[src/sv/rbmc_pkg.sv]
// Package for the RGBA blend-mode compositor: payload types, codes and constants.
`timescale 1ns / 1ps

package rbmc_pkg;

    localparam int unsigned STAGES    = 5;
    localparam int unsigned CHANNELS  = 3;

    localparam logic [2:0] MODE_NORMAL   = 3'd0;
    localparam logic [2:0] MODE_MULTIPLY = 3'd1;
    localparam logic [2:0] MODE_SCREEN   = 3'd2;
    localparam logic [2:0] MODE_OVERLAY  = 3'd3;
    localparam logic [2:0] MODE_ADDITIVE = 3'd4;

    localparam logic REG_BLEND_MODE = 1'b0;
    localparam logic REG_OPACITY    = 1'b1;

    localparam logic [7:0]  CHAN_MAX      = 8'd255;
    localparam logic [7:0]  OVERLAY_SPLIT = 8'd128;
    localparam logic [8:0]  FULL_OPACITY  = 9'd256;
    localparam logic [15:0] MIX_DIV       = 16'd65280;

    // x / 255 == (x * DIV255_MUL) >> DIV255_SHIFT for x below 2**17
    localparam logic [34:0] DIV255_MUL   = 35'd131587;
    localparam int unsigned DIV255_SHIFT = 25;

    typedef enum logic [1:0] {
        KIND_DIRECT,
        KIND_DIV,
        KIND_INV_DIV
    } blend_kind_t;

    typedef struct packed {
        logic [7:0] base_red;
        logic [7:0] base_green;
        logic [7:0] base_blue;
        logic [7:0] base_alpha;
        logic [7:0] over_red;
        logic [7:0] over_green;
        logic [7:0] over_blue;
        logic [7:0] over_alpha;
    } pix_in_t;

    typedef struct packed {
        logic [7:0] out_red;
        logic [7:0] out_green;
        logic [7:0] out_blue;
        logic [7:0] out_alpha;
    } pix_out_t;

    typedef struct packed {
        blend_kind_t kind;
        logic [16:0] prod;
        logic [7:0]  base;
    } chan_s1_t;

    typedef struct packed {
        blend_kind_t kind;
        logic [34:0] quot_prod;
        logic [7:0]  direct;
        logic [7:0]  base;
    } chan_s2_t;

    typedef struct packed {
        logic [23:0] mix_over;
        logic [23:0] mix_base;
    } chan_s3_t;

endpackage

[src/sv/rgba_blend_mode_compositor_top.sv]
// Top level of the RGBA blend-mode compositor: five-stage blend and alpha-mix pipeline.
// Throughput: one beat per cycle while the output is not stalled; the stage chain of
// blend multiply, divide-by-255 multiply, mix multiplies and a final divide-by-255
// multiply sets the depth.
// A stalled output holds the pipeline; empty stages still fill behind it.
// Reset (asynchronous, active low) empties all stages, sets blend_mode to normal
// and opacity_q8 to 256.
`timescale 1ns / 1ps

module rgba_blend_mode_compositor_top
    import rbmc_pkg::*;
(
    input  logic     clk,
    input  logic     rst_n,
    input  logic     cfg_we,
    input  logic     cfg_index,
    input  logic [8:0] cfg_data,
    input  logic     in_valid,
    output logic     in_stall,
    input  pix_in_t  in_data,
    output logic     out_valid,
    input  logic     out_stall,
    output pix_out_t out_data
);

    logic [2:0] blend_mode_reg, blend_mode_next;
    logic [8:0] opacity_reg, opacity_next;

    logic [STAGES-1:0] valid_reg, valid_next;
    logic [STAGES-1:0] ready;
    logic              in_accept;

    logic [7:0]  in_base [CHANNELS];
    logic [7:0]  in_over [CHANNELS];
    logic [8:0]  add_sum [CHANNELS];
    logic [8:0]  op_sat;
    logic [16:0] alpha_full;

    chan_s1_t    s1_chan_reg [CHANNELS];
    chan_s1_t    s1_chan_next [CHANNELS];
    logic [15:0] s1_a_reg, s1_a_next;
    logic [7:0]  s1_alpha_reg, s1_alpha_next;

    chan_s2_t    s2_chan_reg [CHANNELS];
    chan_s2_t    s2_chan_next [CHANNELS];
    logic [15:0] s2_a_reg, s2_a_next;
    logic [7:0]  s2_alpha_reg, s2_alpha_next;
    logic [8:0]  alpha_sum;

    chan_s3_t    s3_chan_reg [CHANNELS];
    chan_s3_t    s3_chan_next [CHANNELS];
    logic [7:0]  s3_alpha_reg, s3_alpha_next;
    logic [7:0]  blend_val [CHANNELS];
    logic [7:0]  quot [CHANNELS];

    logic [34:0] s4_prod_reg [CHANNELS];
    logic [34:0] s4_prod_next [CHANNELS];
    logic [7:0]  s4_alpha_reg, s4_alpha_next;
    logic [23:0] mix_num [CHANNELS];

    pix_out_t    out_data_reg, out_data_next;

    always_comb
    begin
        blend_mode_next = blend_mode_reg;
        opacity_next    = opacity_reg;
        if (cfg_we)
        begin
            case (cfg_index)
                REG_BLEND_MODE: blend_mode_next = cfg_data[2:0];
                REG_OPACITY:    opacity_next    = cfg_data;
                default:        blend_mode_next = blend_mode_reg;
            endcase
        end
    end

    always_comb
    begin
        ready[STAGES-1] = !valid_reg[STAGES-1] || !out_stall;
        for (int k = STAGES - 2; k >= 0; k--)
        begin
            ready[k] = !valid_reg[k] || ready[k+1];
        end
    end

    assign in_stall  = !ready[0];
    assign in_accept = in_valid && ready[0];

    always_comb
    begin
        valid_next[0] = ready[0] ? in_accept : valid_reg[0];
        for (int k = 1; k < STAGES; k++)
        begin
            valid_next[k] = ready[k] ? valid_reg[k-1] : valid_reg[k];
        end
    end

    // stage 1: blend products and effective alpha
    assign in_base[0] = in_data.base_red;
    assign in_base[1] = in_data.base_green;
    assign in_base[2] = in_data.base_blue;
    assign in_over[0] = in_data.over_red;
    assign in_over[1] = in_data.over_green;
    assign in_over[2] = in_data.over_blue;

    assign op_sat        = (opacity_reg > FULL_OPACITY) ? FULL_OPACITY : opacity_reg;
    assign alpha_full    = 17'(in_data.over_alpha) * 17'(op_sat);
    assign s1_a_next     = alpha_full[15:0];
    assign s1_alpha_next = in_data.base_alpha;

    always_comb
    begin
        for (int c = 0; c < CHANNELS; c++)
        begin
            add_sum[c]           = {1'b0, in_base[c]} + {1'b0, in_over[c]};
            s1_chan_next[c].base = in_base[c];
            s1_chan_next[c].kind = KIND_DIRECT;
            s1_chan_next[c].prod = 17'(in_over[c]);
            case (blend_mode_reg)
                MODE_MULTIPLY:
                begin
                    s1_chan_next[c].kind = KIND_DIV;
                    s1_chan_next[c].prod = 17'(in_base[c]) * 17'(in_over[c]);
                end
                MODE_SCREEN:
                begin
                    s1_chan_next[c].kind = KIND_INV_DIV;
                    s1_chan_next[c].prod = 17'(CHAN_MAX - in_base[c])
                                         * 17'(CHAN_MAX - in_over[c]);
                end
                MODE_OVERLAY:
                begin
                    if (in_base[c] < OVERLAY_SPLIT)
                    begin
                        s1_chan_next[c].kind = KIND_DIV;
                        s1_chan_next[c].prod = (17'(in_base[c]) * 17'(in_over[c])) << 1;
                    end
                    else
                    begin
                        s1_chan_next[c].kind = KIND_INV_DIV;
                        s1_chan_next[c].prod = (17'(CHAN_MAX - in_base[c])
                                             * 17'(CHAN_MAX - in_over[c])) << 1;
                    end
                end
                MODE_ADDITIVE:
                begin
                    s1_chan_next[c].kind = KIND_DIRECT;
                    s1_chan_next[c].prod = add_sum[c][8] ? 17'(CHAN_MAX)
                                                         : 17'(add_sum[c][7:0]);
                end
                default:
                begin
                    s1_chan_next[c].kind = KIND_DIRECT;
                    s1_chan_next[c].prod = 17'(in_over[c]);
                end
            endcase
        end
    end

    // stage 2: divide-by-255 product and output alpha
    assign alpha_sum     = {1'b0, s1_alpha_reg} + {1'b0, s1_a_reg[15:8]};
    assign s2_alpha_next = alpha_sum[8] ? CHAN_MAX : alpha_sum[7:0];
    assign s2_a_next     = s1_a_reg;

    always_comb
    begin
        for (int c = 0; c < CHANNELS; c++)
        begin
            s2_chan_next[c].kind      = s1_chan_reg[c].kind;
            s2_chan_next[c].quot_prod = 35'(s1_chan_reg[c].prod) * DIV255_MUL;
            s2_chan_next[c].direct    = s1_chan_reg[c].prod[7:0];
            s2_chan_next[c].base      = s1_chan_reg[c].base;
        end
    end

    // stage 3: resolve blended value, form both mix terms
    assign s3_alpha_next = s2_alpha_reg;

    always_comb
    begin
        for (int c = 0; c < CHANNELS; c++)
        begin
            quot[c] = s2_chan_reg[c].quot_prod[DIV255_SHIFT +: 8];
            case (s2_chan_reg[c].kind)
                KIND_DIV:     blend_val[c] = quot[c];
                KIND_INV_DIV: blend_val[c] = CHAN_MAX - quot[c];
                default:      blend_val[c] = s2_chan_reg[c].direct;
            endcase
            s3_chan_next[c].mix_over = 24'(blend_val[c]) * 24'(s2_a_reg);
            s3_chan_next[c].mix_base = 24'(s2_chan_reg[c].base) * 24'(MIX_DIV - s2_a_reg);
        end
    end

    // stage 4: sum, drop the low byte, divide-by-255 product
    assign s4_alpha_next = s3_alpha_reg;

    always_comb
    begin
        for (int c = 0; c < CHANNELS; c++)
        begin
            mix_num[c]      = s3_chan_reg[c].mix_over + s3_chan_reg[c].mix_base;
            s4_prod_next[c] = 35'(mix_num[c][23:8]) * DIV255_MUL;
        end
    end

    // stage 5: output register
    always_comb
    begin
        out_data_next.out_red   = s4_prod_reg[0][DIV255_SHIFT +: 8];
        out_data_next.out_green = s4_prod_reg[1][DIV255_SHIFT +: 8];
        out_data_next.out_blue  = s4_prod_reg[2][DIV255_SHIFT +: 8];
        out_data_next.out_alpha = s4_alpha_reg;
    end

    always_ff @(posedge clk or negedge rst_n)
    begin
        if (!rst_n)
        begin
            blend_mode_reg <= MODE_NORMAL;
            opacity_reg    <= FULL_OPACITY;
            valid_reg      <= '0;
        end
        else
        begin
            blend_mode_reg <= blend_mode_next;
            opacity_reg    <= opacity_next;
            valid_reg      <= valid_next;
        end
    end

    always_ff @(posedge clk)
    begin
        if (ready[0])
        begin
            s1_chan_reg  <= s1_chan_next;
            s1_a_reg     <= s1_a_next;
            s1_alpha_reg <= s1_alpha_next;
        end
        if (ready[1])
        begin
            s2_chan_reg  <= s2_chan_next;
            s2_a_reg     <= s2_a_next;
            s2_alpha_reg <= s2_alpha_next;
        end
        if (ready[2])
        begin
            s3_chan_reg  <= s3_chan_next;
            s3_alpha_reg <= s3_alpha_next;
        end
        if (ready[3])
        begin
            s4_prod_reg  <= s4_prod_next;
            s4_alpha_reg <= s4_alpha_next;
        end
        if (ready[4])
        begin
            out_data_reg <= out_data_next;
        end
    end

    assign out_valid = valid_reg[STAGES-1];
    assign out_data  = out_data_reg;

endmodule

[config.mk]
export PLATFORM = sky130hd
export DESIGN_NAME = rgba_blend_mode_compositor_top
export DESIGN_NICKNAME = d
export VERILOG_FILES = /design/src/sv/rbmc_pkg.sv /design/src/sv/rgba_blend_mode_compositor_top.sv
export SDC_FILE = /design/constraint.sdc
export NUM_CORES = 2
export LEC_CHECK = 0
export BUFFER_PORTS_ARGS = -buffer_cell sky130_fd_sc_hd__clkbuf_2
export CAP_MARGIN = 20
export CORE_MARGIN = 2
export CORE_UTILIZATION = 70
export DETAILED_ROUTE_END_ITERATION = 10
export PLACE_DENSITY = 0.87
export SYNTH_ARGS = -nofsm -noshare
export SYNTH_HDL_FRONTEND = slang
export SYNTH_SLANG_ARGS = --single-unit
[constraint.sdc]
create_clock -name clk -period 12.2 [get_ports clk]
set_input_delay 1.83 -clock clk [delete_from_list [all_inputs] [get_ports clk]]
set_output_delay 1.83 -clock clk [all_outputs]
set_load 0.02 [all_outputs]
* Word level (Yosys, flattened, before mapping)
Index checks and enable logic that the tools add are counted.
** Operators by class
- Multiply operators :: 19
- Bitwise operators :: 1
- Divide/modulo/power cells :: 0
- Add/sub/neg operators :: 17
- Equal/unequal tests :: 10
- Shift operators :: 0
- $lt $le $gt $ge :: 4
- Reductions and logical operators :: 15
- Mux-type cells :: 13
** Operators by type and width (number)
- one-hot mux 19 bit (4 select lines) :: 3
- multiplier 16 x 18 -> 33 bit, second input constant :: 3
- multiplier 17 x 18 -> 33 bit, second input constant :: 3
- adder 24 bit :: 3
- multiplier 8 x 16 -> 24 bit :: 3
- two-way mux 19 bit :: 3
- subtractor 8 x 8 -> 9 bit, first input constant :: 6
- multiplier 9 x 9 -> 17 bit :: 3
- multiplier 8 x 24 -> 24 bit :: 2
- multiplier 8 x 8 -> 16 bit :: 3
- one-hot mux 8 bit (2 select lines) :: 3
- adder 8 x 8 -> 9 bit :: 4
- less-than comparator 8 bit, second input constant :: 3
- multiplier 9 x 17 -> 24 bit :: 1
- two-way mux 8 bit :: 3
- subtractor 8 bit, first input constant :: 3
- subtractor 16 x 16 -> 17 bit, first input constant :: 1
- multiplier 8 x 9 -> 16 bit :: 1
- greater-than comparator 9 bit, second input constant :: 1
- two-way mux 9 bit :: 1
- logical NOT 1 bit :: 7
- equality test 2 x 1 -> 1 bit, second input constant :: 3
- equality test 2 bit, second input constant :: 3
- equality test 3 x 2 -> 1 bit, second input constant :: 2
- 6 further kinds :: 11
** Word-level totals
- Memory bits (writable) :: 0
- ROM bits :: 0
- Memories kept :: 0
- Register bits after elaboration :: 590
- Bits in latches :: 0

* Logic depth before layout (Yosys ltp)
- Word-level depth :: 7
- Depth in mapped cells :: 29

* Worst setup path before layout
No wires, ideal clock.
- Path type :: input to output
- Start point :: input out_stall
- End point :: output in_stall
- Stages on the path :: 3
- Setup slack :: 4.268 ns
- Data arrival time :: 6.102 ns
- Path through :: and3_1 -> nand4_1 -> inv_1
** Between the ends
- Longest elaborated chain between the ends :: 7
** Ends and longest elaborated chain
- from (decl) :: RTL line rgba_blend_mode_compositor_top.sv:22 : input logic out_stall,
- logical NOT 1 bit :: RTL line rgba_blend_mode_compositor_top.sv:79 : ready[STAGES-1] = !valid_reg[STAGES-1] || !out_stall;
- logical OR 1 bit :: RTL line rgba_blend_mode_compositor_top.sv:79
- logical OR 1 bit (4 in a row) :: RTL line rgba_blend_mode_compositor_top.sv:82 : ready[k] = !valid_reg[k] || ready[k+1];
- logical NOT 1 bit :: RTL line rgba_blend_mode_compositor_top.sv:86 : assign in_stall = !ready[0];
- to (decl) :: RTL line rgba_blend_mode_compositor_top.sv:19 : output logic in_stall,
Every way passes these cells.

==> impl.org <==
** Placed design
- Before CTS, the worst setup slack after placement is roughly 4.8 ns.
- Placer's final routability congestion estimate :: around 1.0
- Port buffering added 112 buffers.
- Summed over all nets, the half-perimeter wirelength after detailed placement is 131800 um.

** Synthesis
- Sequential fraction of the synthesis area :: a little under a fifth
- Cell types with the largest area share after synthesis :: sky130_fd_sc_hd__fa_1 (26%), sky130_fd_sc_hd__ha_1 (22%), sky130_fd_sc_hd__edfxtp_1 (18%)
- Top_reg_cell synth :: sky130_fd_sc_hd__edfxtp_1
- The synthesized design contains 423 enable-type register cells.
- The number of nets in the synthesized netlist is 9347.
- Mean instance size in the synthesized netlist :: 9.714 um^2
- FF+latch count, synth :: 440
- YS warnings :: 0
- The number of different library cells used by synthesis comes to 85.
- Synthesized cell area :: 69630 um^2
- Counting flops with an async set or reset pin after synthesis yields a share of under 10%.
- Post-synth top area share :: 25.65%
- Synth Instances :: 7168
- Cell type with the highest aggregate area in the netlist :: sky130_fd_sc_hd__fa_1

** Layout
- Area added between synthesis and finish :: 5.107%
- Leading cell types in the layout, fill and taps excluded :: sky130_fd_sc_hd__inv_1 (1240), sky130_fd_sc_hd__ha_1 (1208), sky130_fd_sc_hd__fa_1 (892)
- Most frequent standard cell in the layout excluding fill and tap cells :: sky130_fd_sc_hd__inv_1
- Layout cell share with drive strength beyond 1 :: 4.611%
- Number of flip-flops in the largest register :: ~140
- Finished Core Util :: 74.36%
- Net count reported at finish :: 9338
- The repair_antennas step left the layout with diodes totalling 0.

** STA
- Total of endpoints with negative setup slack in the final report :: 0
- After routing, the total negative slack on setup checks comes to 0 ns.
- Setup repair after global routing left no endpoint under its margin.
- Derived from the worst setup path, the maximum achievable clock frequency is 0.1293 GHz.
- Measured against its own limit, the worst slew margin works out to 19.43%.
- The final-report max-slew violation count was 0.
- The clock arrives with 0.03216 ns of skew.
- In the post-route analysis, the smallest setup slack over all paths is about 4.5 ns.
- The hold violation count in the final report is 0.
- Worst-margin pin slew :: 1.204 ns
- The worst path in the final design needs a cycle of around 7.7 ns, including I/O delays and setup.
- After layout, the worst path uses roughly 63% of the clock period.

** Die
- Die Y :: 319.4 um
- Placeable core area :: 98420 um^2
- The initialized floorplan defines about 120 standard-cell rows.
- For this configuration, the core starts out at a cell density of 70.75%.
- For this design the top-level I/O count stands at 113.
- In this run the horizontal extent of the chip is 319.4 um.
- Die Outline Area :: 102000 um^2

** Worst setup path
- Count of cells along the worst register-to-register path :: 26
- The worst setup path is launched from a register.
- At the worst endpoint, the arrival time is about 8 ns.
- The worst setup path is captured at a register.
- In this run the worst path has a maximum fanout of 4.
- RR Endpoint :: out_data_next[23]$_DFFE_PP_
- Data on the critical path is required at its endpoint by 12.56 ns.
- The setup path with the least slack is of type register to register.
- For flop-to-flop paths, the worst setup slack is 4.46 ns.
- The worst register-to-register path begins at s3_chan_reg[52]$_DFFE_PP_.

** Clock tree
- Cell at the root of the clock tree :: sky130_fd_sc_hd__clkbuf_16
- Maximum level of the CTS H-tree :: 2
- After clock tree synthesis, the clock-pin slew on the worst setup and hold paths is 0.06 ns.
- Post-CTS sizing :: 0
- Deepest clock path buffer count :: 3
- Post-CTS Setup Repair Bufs :: 0
- Number of buffers inserted by hold repair at cts :: 0
- CTS sink cnt :: 440
- For the worst-skew pair, the clock arrives at the later sink with an insertion delay of 0.64 ns.
- TritonCTS created 49 clock buffers.
- TritonCTS built the clock tree.

** Route
- In the final routed layout, each cell accounts on average for 19.86 um.
- 1st-pass router iterations :: 6
- The routed layout has 51572 vias.
- After detailed routing, the number of vias per cell comes to 6.077.
- For this run, design rule violations remaining after detail routing come to 0.
- Drt total wl :: 168600 um
- Antenna viol nets, final :: 0
- Initial DRC Count :: 4088

** Outcome
- The run finished with clean final reports.

** Global routing
- The first global-routing pass estimated 276700 um of wire.
- In the global route stage, overall resource usage came out at 33.94%.
- Global route total overflow :: 0
- The initial antenna violation count came to 1.
- Number of global-route vias before repair :: between 50000 and 60000
- Largest net degree at the start of global routing :: 79

** Min path
- Min-Delay Startpoint :: s3_alpha_reg[5]$_DFFE_PP_
- Worst min-delay path category :: register to register
- Hold Crit Endpoint :: s4_alpha_reg[5]$_DFFE_PP_
- Number of cells on the worst hold path :: 0

** Run
- Max-cap violations :: 0
-- logic make-up after synthesis --
family,share of synthesized area [%]
AO/OA/AOI/OAI,7.430
XOR/XNOR,4.327
adder cells (fa/ha/maj),47.35
buffers and inverters,8.113
flip-flops,18.86
multiplexers,1.003
AND/OR/NAND/NOR,12.92
-- metrics by stage --
step / std cells / hold WS, ns / area [um^2]
after floorplan: 7168 / 0.4003 / 69630
after global placement: 8395 / 0.4003 / 71540
after detailed placement: 8395 / 0.4045 / 71540
after CTS: 8487 / 0.3997 / 73190
after global routing: 8487 / 0.4106 / 73190
final: 8487 / 0.4094 / 73190
-- worst max-delay path by stage --
stage | from | to | cells after the start
floorplan | out_stall | in_stall | 3
global placement | in_data[55] | s1_chan_reg[51]$_DFFE_PN_ | 19
detailed placement | in_data[55] | s1_chan_reg[51]$_DFFE_PN_ | 19
CTS | s3_chan_reg[52]$_DFFE_PP_ | out_data_next[23]$_DFFE_PP_ | 26
global route | s3_chan_reg[52]$_DFFE_PP_ | out_data_next[23]$_DFFE_PP_ | 26
finish | s3_chan_reg[52]$_DFFE_PP_ | out_data_next[23]$_DFFE_PP_ | 26
-- cells in the mapped netlist, types with 28 or more instances --
library cell,n
sky130_fd_sc_hd__a21o_1,83
sky130_fd_sc_hd__a21oi_1,248
sky130_fd_sc_hd__a31oi_1,28
sky130_fd_sc_hd__and2_1,335
sky130_fd_sc_hd__clkbuf_1,229
sky130_fd_sc_hd__edfxtp_1,423
sky130_fd_sc_hd__fa_1,892
sky130_fd_sc_hd__ha_1,1208
sky130_fd_sc_hd__inv_1,1241
sky130_fd_sc_hd__mux2i_1,54
sky130_fd_sc_hd__nand2_1,749
sky130_fd_sc_hd__nand2b_1,67
sky130_fd_sc_hd__nand3_1,54
sky130_fd_sc_hd__nor2_1,391
sky130_fd_sc_hd__nor2b_1,148
sky130_fd_sc_hd__nor3_1,59
sky130_fd_sc_hd__o21a_1,38
sky130_fd_sc_hd__o21ai_0,158
sky130_fd_sc_hd__o21bai_1,34
sky130_fd_sc_hd__xnor2_1,255
sky130_fd_sc_hd__xor2_1,89
-- critical path, cell delays in order, from the launching register on --
cell and delay (ns):
sky130_fd_sc_hd__edfxtp_1 0.40, sky130_fd_sc_hd__ha_1 0.36, sky130_fd_sc_hd__a2111oi_0 0.60, sky130_fd_sc_hd__a21oi_1 0.21, sky130_fd_sc_hd__a211oi_1 0.53, sky130_fd_sc_hd__a211o_1 0.24, sky130_fd_sc_hd__a21oi_1 0.09, sky130_fd_sc_hd__a21oi_1 0.22
sky130_fd_sc_hd__o21bai_1 0.10, sky130_fd_sc_hd__xnor2_1 0.43, sky130_fd_sc_hd__ha_1 0.34, sky130_fd_sc_hd__ha_1 0.20, sky130_fd_sc_hd__fa_1 0.43, sky130_fd_sc_hd__ha_1 0.30, sky130_fd_sc_hd__ha_1 0.29, sky130_fd_sc_hd__ha_1 0.27
sky130_fd_sc_hd__ha_1 0.28, sky130_fd_sc_hd__a21o_1 0.16, sky130_fd_sc_hd__a21o_1 0.17, sky130_fd_sc_hd__a211o_1 0.29, sky130_fd_sc_hd__a211oi_1 0.38, sky130_fd_sc_hd__nand4_1 0.19, sky130_fd_sc_hd__and3_1 0.25, sky130_fd_sc_hd__a311o_1 0.39
sky130_fd_sc_hd__and2_1 0.20, sky130_fd_sc_hd__nand2_1 0.09, sky130_fd_sc_hd__xnor2_1 0.06
-- area by class of cell --
cell class / instances / area, um^2
multi-input combinational: 5223 / 50970
inverter: 1262 / 4737
sequential: 440 / 13130
clock buffer: 62 / 1275
timing repair buffer: 183 / 1094
clock inverter: 30 / 369.1
tap: 1287 / 1610
fill: 6500 / 25230
-- routing by layer --
layer / share of wire [%] / vias up / GRT usage [%]
met2: 49 / 2409 / 58.48
met4: 6.1 / 0 / 19.05
li1: - / 23180 / -
met1: 37 / 25308 / 40.61
met3: 8.1 / 675 / 5.417
met5: 0 / - / 0
Power is not shown: default switching activity piles up to over one toggle a cycle in this logic, so the estimate is an artifact.
